File: src/hw/rtl/spsel_pkg.sv
// Shared widths, register indexes, gesture codes and reset values for the swipe page selector.
package spsel_pkg;

  // Fixed field widths
  localparam int PAGE_W  = 3;
  localparam int PCNT_W  = 4;
  localparam int TRAV_W  = 12;
  localparam int DUR_W   = 16;
  localparam int TIME_W  = 32;
  localparam int CIDX_W  = 2;
  localparam int CDATA_W = 16;

  // Parameter defaults
  localparam int MAX_PAGES_DEF  = 8;
  localparam int COORD_BITS_DEF = 12;

  // Configuration register indexes
  localparam logic [CIDX_W-1:0] REG_MIN_TRAVEL   = 2'd0;
  localparam logic [CIDX_W-1:0] REG_MAX_DURATION = 2'd1;
  localparam logic [CIDX_W-1:0] REG_PAGE_COUNT   = 2'd2;

  // Configuration reset values
  localparam logic [TRAV_W-1:0] MIN_TRAVEL_RST   = 12'd40;
  localparam logic [DUR_W-1:0]  MAX_DURATION_RST = 16'd600;
  localparam logic [PCNT_W-1:0] PAGE_COUNT_RST   = 4'd5;

  // Gesture codes
  typedef logic [1:0] gesture_t;
  localparam gesture_t GEST_NONE = 2'd0;
  localparam gesture_t GEST_NEXT = 2'd1;
  localparam gesture_t GEST_PREV = 2'd2;

  // One result beat
  typedef struct packed {
    logic [PAGE_W-1:0] page;
    logic              page_changed;
    gesture_t          gesture;
  } result_t;

endpackage

File: src/hw/rtl/spsel_eval.sv
// Combinational evaluation of one touch sample against the gesture state.
module spsel_eval #(
  parameter int MAX_PAGES  = spsel_pkg::MAX_PAGES_DEF,
  parameter int COORD_BITS = spsel_pkg::COORD_BITS_DEF,
  parameter int AP_W       = $clog2(MAX_PAGES)
) (
  input  logic                          pressed,
  input  logic [COORD_BITS-1:0]         touch_x,
  input  logic [spsel_pkg::TIME_W-1:0]  now_ms,
  input  logic [spsel_pkg::TRAV_W-1:0]  min_travel,
  input  logic [spsel_pkg::DUR_W-1:0]   max_duration,
  input  logic [spsel_pkg::PCNT_W-1:0]  page_count,
  input  logic                          held,
  input  logic [COORD_BITS-1:0]         start_x,
  input  logic [spsel_pkg::TIME_W-1:0]  start_time,
  input  logic [COORD_BITS-1:0]         latest_x,
  input  logic [AP_W-1:0]               active_page,
  output logic                          held_next,
  output logic [COORD_BITS-1:0]         start_x_next,
  output logic [spsel_pkg::TIME_W-1:0]  start_time_next,
  output logic [COORD_BITS-1:0]         latest_x_next,
  output logic [AP_W-1:0]               active_page_next,
  output spsel_pkg::result_t            res
);
  import spsel_pkg::*;

  localparam int CW = ((COORD_BITS > TRAV_W) ? COORD_BITS : TRAV_W) + 2;
  localparam logic [PCNT_W-1:0] MAX_PCNT = PCNT_W'(MAX_PAGES);

  logic [PCNT_W-1:0]   pages;
  logic signed [CW-1:0] dx;
  logic signed [CW-1:0] thr;
  logic [TIME_W-1:0]   dt;
  logic                quick;
  logic [PCNT_W-1:0]   cur_ext;
  logic [PCNT_W-1:0]   fwd;
  logic [PCNT_W-1:0]   back;
  gesture_t            gest;
  logic                changed;

  // Clamp the page count into 1..MAX_PAGES
  always_comb begin
    if (page_count == '0) begin
      pages = PCNT_W'(1);
    end else if (page_count > MAX_PCNT) begin
      pages = MAX_PCNT;
    end else begin
      pages = page_count;
    end
  end

  // Measure travel and elapsed time
  assign dx      = signed'(CW'(latest_x)) - signed'(CW'(start_x));
  assign thr     = signed'(CW'(min_travel));
  assign dt      = now_ms - start_time;
  assign quick   = dt < TIME_W'(max_duration);
  assign cur_ext = PCNT_W'(active_page);
  assign fwd     = cur_ext + PCNT_W'(1);
  assign back    = cur_ext - PCNT_W'(1);

  // Update tracking state and pick the page
  always_comb begin
    held_next        = held;
    start_x_next     = start_x;
    start_time_next  = start_time;
    latest_x_next    = latest_x;
    active_page_next = active_page;
    gest             = GEST_NONE;
    changed          = 1'b0;
    if (pressed) begin
      if (!held) begin
        start_x_next    = touch_x;
        start_time_next = now_ms;
      end
      latest_x_next = touch_x;
      held_next     = 1'b1;
    end else begin
      if (held && quick) begin
        if (dx < -thr) begin
          gest = GEST_NEXT;
          if (fwd < pages) begin
            active_page_next = AP_W'(fwd);
            changed          = 1'b1;
          end
        end else if (dx > thr) begin
          gest = GEST_PREV;
          if (active_page != '0 && back < pages) begin
            active_page_next = AP_W'(back);
            changed          = 1'b1;
          end
        end
      end
      held_next     = 1'b0;
      latest_x_next = '0;
      start_x_next  = '0;
    end
  end

  assign res.page         = PAGE_W'(active_page_next);
  assign res.page_changed = changed;
  assign res.gesture      = gest;

endmodule

File: src/hw/rtl/swipe_page_selector.sv
// Top level of the swipe page selector: handshakes, registers and gesture state.
//
//  channel  | direction | handshake              | payload
//  ---------+-----------+------------------------+-------------------------------
//  sample   | in        | in_valid / in_ready    | pressed, touch_x, now_ms
//  result   | out       | out_valid / out_ready  | page, page_changed, gesture
//  config   | in        | cfg_valid / cfg_ready  | cfg_index, cfg_data
//
// One sample beat is accepted per cycle while no stalled result holds the input register;
// its result beat passes the input register, then evaluation into the result register.
// The gesture state is updated as the sample leaves the input register, so
// the next sample always sees it. A stalled result holds the input register;
// the input side still takes a beat whenever that register is empty or moving.
// Reset clears the gesture state, the page and all valid flags, and loads the
// configuration defaults. Configuration writes are taken in any cycle.
module swipe_page_selector #(
  parameter int MAX_PAGES  = spsel_pkg::MAX_PAGES_DEF,
  parameter int COORD_BITS = spsel_pkg::COORD_BITS_DEF
) (
  input  logic                          clk,
  input  logic                          rst,
  input  logic                          in_valid,
  output logic                          in_ready,
  input  logic                          pressed,
  input  logic [COORD_BITS-1:0]         touch_x,
  input  logic [spsel_pkg::TIME_W-1:0]  now_ms,
  output logic                          out_valid,
  input  logic                          out_ready,
  output logic [spsel_pkg::PAGE_W-1:0]  page,
  output logic                          page_changed,
  output spsel_pkg::gesture_t           gesture,
  input  logic                          cfg_valid,
  output logic                          cfg_ready,
  input  logic [spsel_pkg::CIDX_W-1:0]  cfg_index,
  input  logic [spsel_pkg::CDATA_W-1:0] cfg_data
);
  import spsel_pkg::*;

  localparam int AP_W = $clog2(MAX_PAGES);

  // Configuration registers
  logic [TRAV_W-1:0] min_travel;
  logic [DUR_W-1:0]  max_duration;
  logic [PCNT_W-1:0] page_count;

  // Gesture state
  logic              held;
  logic [COORD_BITS-1:0] start_x;
  logic [TIME_W-1:0] start_time;
  logic [COORD_BITS-1:0] latest_x;
  logic [AP_W-1:0]   active_page;

  logic              held_next;
  logic [COORD_BITS-1:0] start_x_next;
  logic [TIME_W-1:0] start_time_next;
  logic [COORD_BITS-1:0] latest_x_next;
  logic [AP_W-1:0]   active_page_next;

  // Input register
  logic              s1_valid;
  logic              s1_pressed;
  logic [COORD_BITS-1:0] s1_x;
  logic [TIME_W-1:0] s1_now;
  logic              s1_adv;

  // Result register
  result_t           res;
  result_t           out_res;

  assign s1_adv    = s1_valid && (!out_valid || out_ready);
  assign in_ready  = !s1_valid || s1_adv;
  assign cfg_ready = 1'b1;

  // Write configuration registers
  always_ff @(posedge clk) begin
    if (rst) begin
      min_travel   <= MIN_TRAVEL_RST;
      max_duration <= MAX_DURATION_RST;
      page_count   <= PAGE_COUNT_RST;
    end else if (cfg_valid) begin
      unique case (cfg_index)
        REG_MIN_TRAVEL:   min_travel   <= cfg_data[TRAV_W-1:0];
        REG_MAX_DURATION: max_duration <= cfg_data[DUR_W-1:0];
        REG_PAGE_COUNT:   page_count   <= cfg_data[PCNT_W-1:0];
        default: ;
      endcase
    end
  end

  // Capture a sample beat
  always_ff @(posedge clk) begin
    if (rst) begin
      s1_valid <= 1'b0;
    end else if (in_ready) begin
      s1_valid <= in_valid;
    end
  end

  always_ff @(posedge clk) begin
    if (in_valid && in_ready) begin
      s1_pressed <= pressed;
      s1_x       <= touch_x;
      s1_now     <= now_ms;
    end
  end

  spsel_eval #(
    .MAX_PAGES  (MAX_PAGES),
    .COORD_BITS (COORD_BITS),
    .AP_W       (AP_W)
  ) u_eval (
    .pressed          (s1_pressed),
    .touch_x          (s1_x),
    .now_ms           (s1_now),
    .min_travel       (min_travel),
    .max_duration     (max_duration),
    .page_count       (page_count),
    .held             (held),
    .start_x          (start_x),
    .start_time       (start_time),
    .latest_x         (latest_x),
    .active_page      (active_page),
    .held_next        (held_next),
    .start_x_next     (start_x_next),
    .start_time_next  (start_time_next),
    .latest_x_next    (latest_x_next),
    .active_page_next (active_page_next),
    .res              (res)
  );

  // Advance gesture state as the sample moves into the result register
  always_ff @(posedge clk) begin
    if (rst) begin
      held        <= 1'b0;
      start_x     <= '0;
      start_time  <= '0;
      latest_x    <= '0;
      active_page <= '0;
    end else if (s1_adv) begin
      held        <= held_next;
      start_x     <= start_x_next;
      start_time  <= start_time_next;
      latest_x    <= latest_x_next;
      active_page <= active_page_next;
    end
  end

  // Hold the result beat until taken
  always_ff @(posedge clk) begin
    if (rst) begin
      out_valid <= 1'b0;
    end else if (s1_adv) begin
      out_valid <= 1'b1;
    end else if (out_ready) begin
      out_valid <= 1'b0;
    end
  end

  always_ff @(posedge clk) begin
    if (s1_adv) begin
      out_res <= res;
    end
  end

  assign page         = out_res.page;
  assign page_changed = out_res.page_changed;
  assign gesture      = out_res.gesture;

endmodule

File: config.mk
export PLATFORM = sky130hd
export DESIGN_NAME = swipe_page_selector
export DESIGN_NICKNAME = d
export VERILOG_FILES = /design/src/hw/rtl/spsel_pkg.sv /design/src/hw/rtl/spsel_eval.sv /design/src/hw/rtl/swipe_page_selector.sv
export SDC_FILE = /design/constraint.sdc
export NUM_CORES = 1
export LEC_CHECK = 0
export ABC_AREA = 1
export BUFFER_PORTS_ARGS = -buffer_cell sky130_fd_sc_hd__buf_2
export CAP_MARGIN = 20
export CORE_MARGIN = 2
export CORE_UTILIZATION = 40
export DETAILED_ROUTE_END_ITERATION = 7
export PLACE_DENSITY = 0.57
export RECOVER_POWER = 25
export SETUP_SLACK_MARGIN = 0.2
export SLEW_MARGIN = 15
export SYNTH_ARGS = -nofsm -noshare
export SYNTH_HDL_FRONTEND = slang
export SYNTH_HIERARCHICAL = 1
export SYNTH_SLANG_ARGS = --single-unit
File: constraint.sdc
create_clock -name clk -period 4.4 [get_ports clk]
set_clock_uncertainty 0.15 [all_clocks]
set_input_delay 1.32 -clock clk [delete_from_list [all_inputs] [get_ports clk]]
set_output_delay 1.32 -clock clk [all_outputs]
set_load 0.05 [all_outputs]
==> flow_summary.toml, run 1 <==
[outcome]
status = "finished, final reports clean"

[logic_synthesis]
synth_compound_area_share_pct = 9.02
yosys_warnings = 6
synth_nets = 1888
synthSimpleGateAreaFrac_pct = 32.4
synth_cell_types = 40
yosys.area.top_type = "dfxtp_1"
yosysSeqAreaShare_pct = 30.4
yosysMostFrequentCell = "nand2_1"
synth.area.top_cells = "dfxtp_1 17%, nand2_1 14%, edfxtp_1 14%"
synth-seq-cells = 145
synth_xor_area_share_pct = 2.81
synth_commonest_cells = "423 x nand2_1, 333 x inv_1, 208 x nor2_1"
synth_area_um2 = 11200
async_flop_share_pct = 0
synth_mux_area_share_pct = 0.100
synthFlopType = "dfxtp_1"
synthAdderAreaFrac_pct = 10.7
synth_top_area_share_pct = 16.8
syn_avg_cell_area_um2 = 6.51
synth_edf_count = 51
synth_top_family_by_area = "simple AND/OR/NAND/NOR gates"
post_synth_inst_count = 1725

[sta]
fin_setup_tns_ns = 0
final_hold_viol_count = 0
rsz0062_at_grt = "false"
post-route-period-util_pct = 85.5
maxSlewViolCount = 0
period_needed_ns = 3.76
finalSetupViolCount = 0
max_freq_ghz = 0.266
fin_ws_ns = 0.639
max_slew_margin_pct = 23.6
worstMarginPinSlew_ns = 1.15

[cells_and_area]
syn_to_final_growth_pct = 10.3
final_cell_area_um2 = 12400
diodes = 0
seqCellArea_um2 = 3420
fillers = 2934
nets = 1928
multiInputGateArea_um2 = 6200
final_layout_size_suffix_gt1_share_pct = 9.84

[routing]
ant_nets = 0
drtPass1Iterations = 6
wl_per_cell_um = 12.6
drc = 0
drtIter0Drc = 486
drt_wl_total_um = 27100
via_count = 10000
vias_per_cell = 4.65

[worst_hold_path]
whs_path_depth = 2
worstHoldStart = "page_count[0]$_SDFFE_PP1P_"
holdCritPathClass = "register to register"

[place]
port_buffers = 75
dp_hpwl_um = 20900
place_area_um2 = 11800
routabilityCongestion = 0.907
place_ws_ns = 0.544

[setup_path]
rr_worst_depth = 24
cpMostUsedCell = "nand2_1"
worstReg2RegStart = "s1_now[13]$_DFFE_PP_"
crit_start = "s1_now[13]$_DFFE_PP_"
cp.required_ns = 4.58
cpPeakStageDelay_ns = 0.41
path_buf_inv = 3
worstPathArrival_ns = 3.94
slowest_stage = "edfxtp_1"
worst-path-stages = 24
crit_chain = "ha_1 > nand2_1 > inv_2 > nand2_2 > nor3_2 > nand2_2 > nand2_2 > xor2_1 > ha_1 > a21oi_1 > o211a_1 > nand3_1 > nor2_1 > inv_1 > nor2_1 > nand2_1 > nor2_1 > nand4_1 > nand2_1 > nand2_1 > inv_1 > nand3_1 > nand2_1 > nor2_1"
cp_max_fo = 4
worst_setup_path_end_kind = "register"
crit_path_start_kind = "register"
cpLargestDelayFamily = "simple AND/OR/NAND/NOR gates"
path_class = "register to register"

[grt]
grt_pass1_wl_um = 45000
grt_pass1_vias = 9313
antenna_found_initial = 0
grt.total_usage_pct = 19.1
overflow = 0
grt_max_degree = 81

[clock_network]
cts_setup_buffers = 0
hold_buffers = 0
cts.sinks = 145
ctsRootBufferMaster = "clkbuf_16"
ctsLongestPathBuffers = 2
cts_tree = "yes"
cts-buffers-inserted = 17
insertion_delay_ns = 0.44
clkTransAtPathRegs_ns = 0.07
cts_resized = 0
htree_levels = 4

[pwr]
p_leak_nw = 6.43
p_total_mw = 4.32
max-vdd-ir-drop_v = 0.000226
p_per_area_nw_per_um2 = 349

[floorplanning]
fp.dieH_um = 171
ios = 77
initial_core_util_pct = 40.5
core_um2 = 27700
die_w_um = 171
rows = 61
die-area_um2 = 29400

[job]
maxCapViolCount = 0
## layer usage
metal / global-route usage [%] / part of all wire [%] / routed length, µm
met1: 24.8 / 48 / 13100
met2: 32.7 / 47 / 12800
met3: 2.62 / 2.9 / 797
met4: 5.86 / 1.4 / 391
met5: 0 / 0 / 0
## final cells by class
| cell class | count | area share [%] |
|---|---|---|
| clock inverter | 10 | 0.587 |
| inverter | 340 | 10.3 |
| timing repair buffer | 82 | 3.44 |
| multi-input combinational | 1179 | 50.1 |
| clock buffer | 22 | 4.11 |
| tap | 378 | 3.82 |
| sequential | 145 | 27.6 |
## state kept, by name (all words and copies together) (netlist names)
name	cells
s1_valid	1
s1_now	32
held	1
page_changed	1
start_time	32
s1_x	12
latest_x	12
out_valid	1
active_page	3
page	3
min_travel	12
page_count	4
max_duration	16
start_x	12
gesture	2
s1_pressed	1
## tightest hold or removal path, delay by kind of cell, from the launching register on
family           cells  cell delay (ns)
AND/OR/NAND/NOR      2             0.10
flip-flops           1             0.34
## final timing paths
path,to,slack (ns)
worst min register to register,page_count[0]$_SDFFE_PP1P_,0.32
worst max register to register,active_page[0]$_SDFFE_PP0P_,0.64
worst max-delay path,active_page[0]$_SDFFE_PP0P_,0.64
worst min-delay path,page_count[0]$_SDFFE_PP1P_,0.32
## kinds of logic (layout without fill, tap and decap cells)
kind of cell,count (synthesis),count (layout)
and+or+nand+nor,850,850
muxes,1,1
xor gates and xnor gates,36,36
adders and majority gates,95,95
buffers and inverters,401,454
AOI/OAI and AO/OA,196,196
DFF,145,145
other,1,1
## per-stage QoR
stage                     std cells  utilization (%)  hold WS (ns)
after floorplan                1725                -         0.280
after global placement         2124             42.5         0.300
after detailed placement       2124             42.5         0.302
after CTS                      2156             44.6         0.318
after global routing           2156             44.7         0.361
final                          2156             44.7         0.322
## where the power goes
group,switching (mW),total (mW),internal (mW)
clock,0.607,1.43,0.826
combinational,0.853,1.35,0.493
sequential,0.0629,1.54,1.47
## cell usage in the layout (no fill, tap or decap), types with 3 or more instances in the layout
cell       count
inv_1        331
clkbuf_1       4
nand3_1      128
nand3_2        7
nor2_1       208
a21oi_1      158
nor3_1        12
dfxtp_1       93
nand2_2       25
nand2_1      420
ha_1          93
inv_2          9
nand4_1       16
o21ai_0       26
and2_1         4
xnor2_1        3
clkinv_4       3
clkinv_2       3
nand3b_1       7
buf_2         73
xor2_1        33
nor2_2        11
buf_4          7
edfxtp_1      51
clkbuf_16     20
Power figures use the tool's default switching activity.
==> run 2: changes to the inputs <==
--- a/config.mk
+++ b/config.mk
@@ -17,5 +17,4 @@
 export SLEW_MARGIN = 15
 export SYNTH_ARGS = -nofsm -noshare
 export SYNTH_HDL_FRONTEND = slang
-export SYNTH_HIERARCHICAL = 1
 export SYNTH_SLANG_ARGS = --single-unit
==> run 2 against run 1 <==
Count of clock-buffer cells in the layout shrank 2. Worst setup slack better by 0.051 ns. Synthesized cell count fell by 30%. Cell count shrank 26%. Cell area is 16% lower. Hold slack worse by 0.015 ns. Critical path type unchanged. Area after synthesis down 18%. Fmax increased by 1.4%. Wire length fell by 18%. Clock power barely moved. Power is 8.1% lower. Global-route usage increased by 0.20 points.
==> flow_summary.toml, run 2 <==
[cells_and_area]
nets = 1446
final_cell_area_um2 = 10400
final_common_cell = "nand2_1"
diodes = 0
final_layout_size_suffix_gt1_share_pct = 11.8
final_cell_mix = "244 x nand2_1, 169 x inv_1, 133 x a21oi_1"
fillers = 2311
reg_top3 = "s1_now x32, start_time x32, max_duration x16"
syn_to_final_growth_pct = 13.6

[floorplanning]
initial_core_util_pct = 40.5
die_w_um = 155
die-area_um2 = 24100
ios = 77
rows = 55
core_um2 = 22600
fp.dieH_um = 155

[clock_network]
cts_setup_buffers = 0
cts.sinks = 145
cts-buffers-inserted = 17
cts_tree = "yes"
hold_buffers = 0
htree_levels = 4
insertion_delay_ns = 0.43
ctsLongestPathBuffers = 2
cts_resized = 0
ctsRootBufferMaster = "clkbuf_16"
clkTransAtPathRegs_ns = 0.06

[worst_hold_path]
whs_path_depth = 2
holdPathEnd = "start_time[2]$_SDFFE_PP0P_"
worstHoldStart = "start_time[2]$_SDFFE_PP0P_"
holdCritPathClass = "register to register"

[setup_path]
cpMostUsedCell = "nand2_1"
cpPeakStageDelay_ns = 0.40
crit_chain = "ha_1 > a21oi_1 > o21ai_0 > nand2_1 > nand3_1 > nand2_1 > nand2_1 > xor2_1 > ha_1 > nand2_1 > inv_1 > nand2_1 > nand4_1 > nand3b_1 > nor2_1 > nand3_1 > nor2_2 > nand3_2 > nor2_4 > nand3_1 > nand2_1 > inv_1"
slowest_stage = "edfxtp_1"
r2r_end = "page[2]$_DFFE_PP_"
worstReg2RegStart = "s1_now[5]$_DFFE_PP_"
worstPathArrival_ns = 3.74
cp_max_fo = 5
ff2ff_setup_slack_ns = 0.69
rr_worst_depth = 22
path_class = "register to register"
worst_setup_path_end_kind = "register"
cp.required_ns = 4.43
path_buf_inv = 2
cpLargestDelayFamily = "simple AND/OR/NAND/NOR gates"
crit_path_start_kind = "register"

[job]
maxCapViolCount = 0

[routing]
vias_per_cell = 5.05
via_count = 8021
drc = 0
drtPass1Iterations = 5
drt_wl_total_um = 22200
drtIter0Drc = 432
ant_nets = 0
wl_per_cell_um = 14.0

[logic_synthesis]
synthFlopType = "dfxtp_1"
syn_avg_cell_area_um2 = 7.53
yosys_warnings = 0
synth_commonest_cells = "244 x nand2_1, 169 x inv_1, 133 x a21oi_1"
synth_area_um2 = 9150
post_synth_inst_count = 1215
synth-seq-cells = 145
synth_edf_count = 51
synth_top_area_share_pct = 20.6
synth_nets = 1372
synth_cell_types = 42
yosysSeqAreaShare_pct = 37.3
async_flop_share_pct = 0
yosysMostFrequentCell = "nand2_1"
yosys.area.top_type = "dfxtp_1"
synth.area.top_cells = "dfxtp_1 21%, edfxtp_1 17%, ha_1 12%"

[sta]
maxSlewViolCount = 0
worstMarginPinSlew_ns = 0.758
post-route-period-util_pct = 84.3
fin_setup_tns_ns = 0
max_slew_margin_pct = 49.4
rsz0062_at_grt = "false"
finalSetupViolCount = 0
final_hold_viol_count = 0
max_freq_ghz = 0.270
period_needed_ns = 3.71

[grt]
grt_pass1_vias = 7673
overflow = 0
grt.total_usage_pct = 19.3
grt_pass1_wl_um = 37100
antenna_found_initial = 0
grt_max_degree = 60

[place]
dp_hpwl_um = 17400
routabilityCongestion = 0.918
place_area_um2 = 9820
port_buffers = 75

[outcome]
status = "finished, final reports clean"

[pwr]
p_leak_nw = 4.63
max-vdd-ir-drop_v = 0.000193
p_per_area_nw_per_um2 = 382
[run 2: cell types whose count changed after synthesis, moves of 7 or more]
cell	change
nor3_1	+7
clkbuf_1	+9
nand3_1	-51
buf_2	-23
o211ai_1	+7
a21oi_1	-25
nand4_1	+8
nor2_1	-130
nand2_2	-9
inv_1	-164
o21ai_0	+58
buf_4	-18
nand2_1	-179
[run 2: metal layers]
metal  wire (µm)  vias up  track usage (%)  part of all wire [%]
li1            -     4204                -                     -
met2       10100      171             31.8                    46
met1       10600     3619             25.9                    48
met4         380        0             6.38                   1.7
met5           0        -                0                     0
met3        1140       27             3.18                   5.1
[run 2: cell families after synthesis]
kind of cell / Yosys count / share of synthesized area, %
other: 1 / 0.0410
xor gates and xnor gates: 35 / 3.35
DFF: 145 / 37.3
adders and majority gates: 89 / 12.3
AOI/OAI and AO/OA: 257 / 15.1
buffers and inverters: 206 / 8.51
and+or+nand+nor: 482 / 23.4
[run 2: how the worst max path moves through the flow]
stage                         from                           to  slack [ns]  depth (start not counted)
4_1_cts        s1_now[5]$_DFFE_PP_            page[2]$_DFFE_PP_        0.70                         22
6_report       s1_now[5]$_DFFE_PP_            page[2]$_DFFE_PP_        0.69                         22
3_5_place_dp   s1_now[5]$_DFFE_PP_            page[2]$_DFFE_PP_        0.71                         22
3_3_place_gp   s1_now[3]$_DFFE_PP_     gesture[1]$_SDFFCE_PP0P_        0.75                         21
5_1_grt        s1_now[9]$_DFFE_PP_  active_page[0]$_SDFFE_PP0P_        0.31                         24
2_1_floorplan            out_ready          s1_now[0]$_DFFE_PP_        1.05                          4
[run 2: report_power, final]
group | switching [mW] | internal [mW]
clock network | 0.597 | 0.808
logic | 0.676 | 0.382
registers | 0.0384 | 1.47
total | 1.31 | 2.66
[run 2: layout make-up]
| type | instances | area, µm² | area share, % |
|---|---|---|---|
| Tap cell | 285 | 357 | 3.43 |
| Inverter | 179 | 672 | 6.46 |
| Clock inverter | 12 | 104 | 0.999 |
| Clock buffer | 20 | 457 | 4.39 |
| Sequential cell | 145 | 3410 | 32.8 |
| Multi-Input combinational cell | 864 | 4960 | 47.7 |
| Timing Repair Buffer | 82 | 435 | 4.19 |
[run 2: worst reg2reg max path: stages, from the launching register on]
cell and delay, ns:
edfxtp_1 0.40, ha_1 0.36, a21oi_1 0.29, o21ai_0 0.15, nand2_1 0.10, nand3_1 0.16
nand2_1 0.10, nand2_1 0.06, xor2_1 0.19, ha_1 0.27, nand2_1 0.06, inv_1 0.06
nand2_1 0.06, nand4_1 0.09, nand3b_1 0.17, nor2_1 0.10, nand3_1 0.10, nor2_2 0.10
nand3_2 0.08, nor2_4 0.17, nand3_1 0.10, nand2_1 0.10, inv_1 0.05
[run 2: through the flow]
stage	setup slack, ns	std cells	hold WS [ns]	power [mW]	utilization, %
5_1_grt	0.313	1587	0.326	4.24	46.0
6_report	0.690	1587	0.306	3.97	46.0
3_3_place_gp	0.748	1554	0.295	2.57	43.5
2_1_floorplan	1.05	1215	0.282	2.32	-
4_1_cts	0.696	1586	0.312	4.00	46.0
3_5_place_dp	0.711	1554	0.300	2.58	43.5
==> run 3: changes to the inputs <==
--- a/config.mk
+++ b/config.mk
@@ -11,7 +11,7 @@
 export CORE_MARGIN = 2
 export CORE_UTILIZATION = 40
 export DETAILED_ROUTE_END_ITERATION = 7
-export PLACE_DENSITY = 0.57
+export PLACE_DENSITY = 0.59
 export RECOVER_POWER = 25
 export SETUP_SLACK_MARGIN = 0.2
 export SLEW_MARGIN = 15
==> constraint.sdc (replaced) <==
create_clock -name clk -period 3 [get_ports clk]
set_clock_uncertainty 0.15 [all_clocks]
set_input_delay 0.9 -clock clk [delete_from_list [all_inputs] [get_ports clk]]
set_output_delay 0.9 -clock clk [all_outputs]
set_load 0.05 [all_outputs]
==> run 3 against run 2 <==
Non-clock buffer count increased by 138. Cell count increased by 8.6%. Critical path depth unchanged. Clock power increased by 62%. Register-to-register slack got worse by 1.2 ns. Combinational power increased by 93%. The run now ends with setup timing left. Critical endpoint unchanged.
==> flow_summary.toml, run 3 (synthesized netlist as in run 2, its figures left out) <==
[place]
port_buffers = 75
place_area_um2 = 11100
dp_hpwl_um = 18200
place_ws_ns = -0.505
routabilityCongestion = 0.904

[grt]
grt_max_degree = 73
grt_pass1_wl_um = 38900
grt_pass1_vias = 8193
grt.total_usage_pct = 20.2
antenna_found_initial = 0
overflow = 0

[sta]
rsz0062_at_grt = "true"
period_needed_ns = 3.47
finalSetupViolCount = 9
maxSlewViolCount = 0
max_freq_ghz = 0.288
final_hold_viol_count = 0
worstMarginPinSlew_ns = 1.28
fin_ws_ns = -0.467
post-route-period-util_pct = 116
max_slew_margin_pct = 14.9

[setup_path]
slowest_stage = "edfxtp_1"
cp_max_fo = 5
crit_chain = "ha_4 > nand2_4 > o21ai_4 > nand2_2 > nand3_2 > nand2_2 > nand2_2 > xor2_2 > ha_1 > nand2_1 > inv_2 > nand3_2 > nand4_1 > nand3b_1 > nor2_1 > nand3_1 > nor2_2 > nand3_2 > nor2_4 > nand3_2 > nand2_2 > inv_1"
cp.required_ns = 3.03
worst_setup_path_end_kind = "register"
path_class = "register to register"
cpLargestDelayFamily = "simple AND/OR/NAND/NOR gates"
crit_path_start_kind = "register"
path_buf_inv = 2
cpPeakStageDelay_ns = 0.43
worstPathArrival_ns = 3.49

[pwr]
pwr-share-seq_pct = 33.7
p_per_area_nw_per_um2 = 545
p_leak_nw = 5.39
intPower_mw = 4.52
switchingPower_mw = 2.03
clock_power_share_pct = 35.0
combPwrFrac_pct = 31.3
switching_share_pct = 31.0
max-vdd-ir-drop_v = 0.000273

[routing]
drtIter0Drc = 395
ant_nets = 0
via_count = 8535
wl_per_cell_um = 13.6
drtPass1Iterations = 5
vias_per_cell = 4.95
drt_wl_total_um = 23500
drc = 0

[floorplanning]
die_w_um = 155
core_um2 = 22600
fp.dieH_um = 155
rows = 55
ios = 77
initial_core_util_pct = 40.5
die-area_um2 = 24100

[clock_network]
clkTransAtPathRegs_ns = 0.06
cts.sinks = 145
hold_buffers = 0
cts_tree = "yes"
ctsLongestPathBuffers = 2
ctsRootBufferMaster = "clkbuf_16"
insertion_delay_ns = 0.42
cts-buffers-inserted = 17
htree_levels = 4

[job]
maxCapViolCount = 0

[cells_and_area]
final_cell_mix = "224 x nand2_1, 162 x inv_1, 142 x buf_4"
nets = 1584
diodes = 0
syn_to_final_growth_pct = 31.3
reg_top3 = "s1_now x32, start_time x32, max_duration x16"
finish.utilization_pct = 53.2
final_layout_size_suffix_gt1_share_pct = 25.8
final_cell_area_um2 = 12000
final_common_cell = "nand2_1"

[outcome]
violations = "setup timing"
status = "complete, but fails checks"

[worst_hold_path]
holdCritPathClass = "register to register"
## run 3: path summary, 6_finish.rpt
check / start / to / slack, ns / depth (start not counted)
setup / recovery: s1_now[5]$_DFFE_PP_ / page[2]$_DFFE_PP_ / -0.47 / 22
hold / removal: start_time[21]$_SDFFE_PP0P_ / start_time[21]$_SDFFE_PP0P_ / 0.31 / 2
setup reg to reg: s1_now[5]$_DFFE_PP_ / page[2]$_DFFE_PP_ / -0.47 / 22
hold reg to reg: start_time[21]$_SDFFE_PP0P_ / start_time[21]$_SDFFE_PP0P_ / 0.31 / 2
## run 3: layer usage
layer | track usage [%] | vias up | wire length (µm)
met1 | 26.2 | 3854 | 11100
met3 | 3.79 | 38 | 985
met4 | 7.21 | 0 | 580
met2 | 33.7 | 173 | 10900
met5 | 0 | - | 0
li1 | - | 4470 | -
## run 3: final cells by class
type                            instances  area, µm²
Fill cell                            2144      10600
Tap cell                              285        357
Multi-Input combinational cell        864       5450
Clock buffer                           23        512
Sequential cell                       145       3410
Inverter                              179        676
Timing Repair Buffer                  220       1490
Clock inverter                          8        123
## run 3: tightest hold or removal path: stages (launching register included)
cell	delay (ns)
dfxtp_1	0.30
inv_1	0.06
a21oi_1	0.06
## run 3: what timing repair did
item,4_1_cts,5_1_grt
endpoints found under the setup margin,9,9
resized for setup,25,19
pin swaps,10,31
setup buffers,11,6
## run 3: power by group through the flow
| stage | Sequential (mW) | Clock [mW] | Combinational, mW |
|---|---|---|---|
| after floorplan | 2.25 | 0 | 1.23 |
| after global placement | 2.25 | 0 | 1.90 |
| after detailed placement | 2.25 | 0 | 1.92 |
| after CTS | 2.21 | 2.34 | 2.01 |
| after global routing | 2.22 | 2.43 | 2.32 |
| final | 2.21 | 2.29 | 2.05 |
## run 3: stage by stage
step	cells	hold slack (ns)	TNS [ns]	total power [mW]
after detailed placement	1676	0.301	-3.91	4.17
final	1724	0.310	-3.73	6.54
after floorplan	1215	0.285	-0.289	3.48
after CTS	1718	0.310	-3.08	6.55
after global placement	1676	0.294	-3.80	4.15
after global routing	1724	0.332	-6.24	6.97
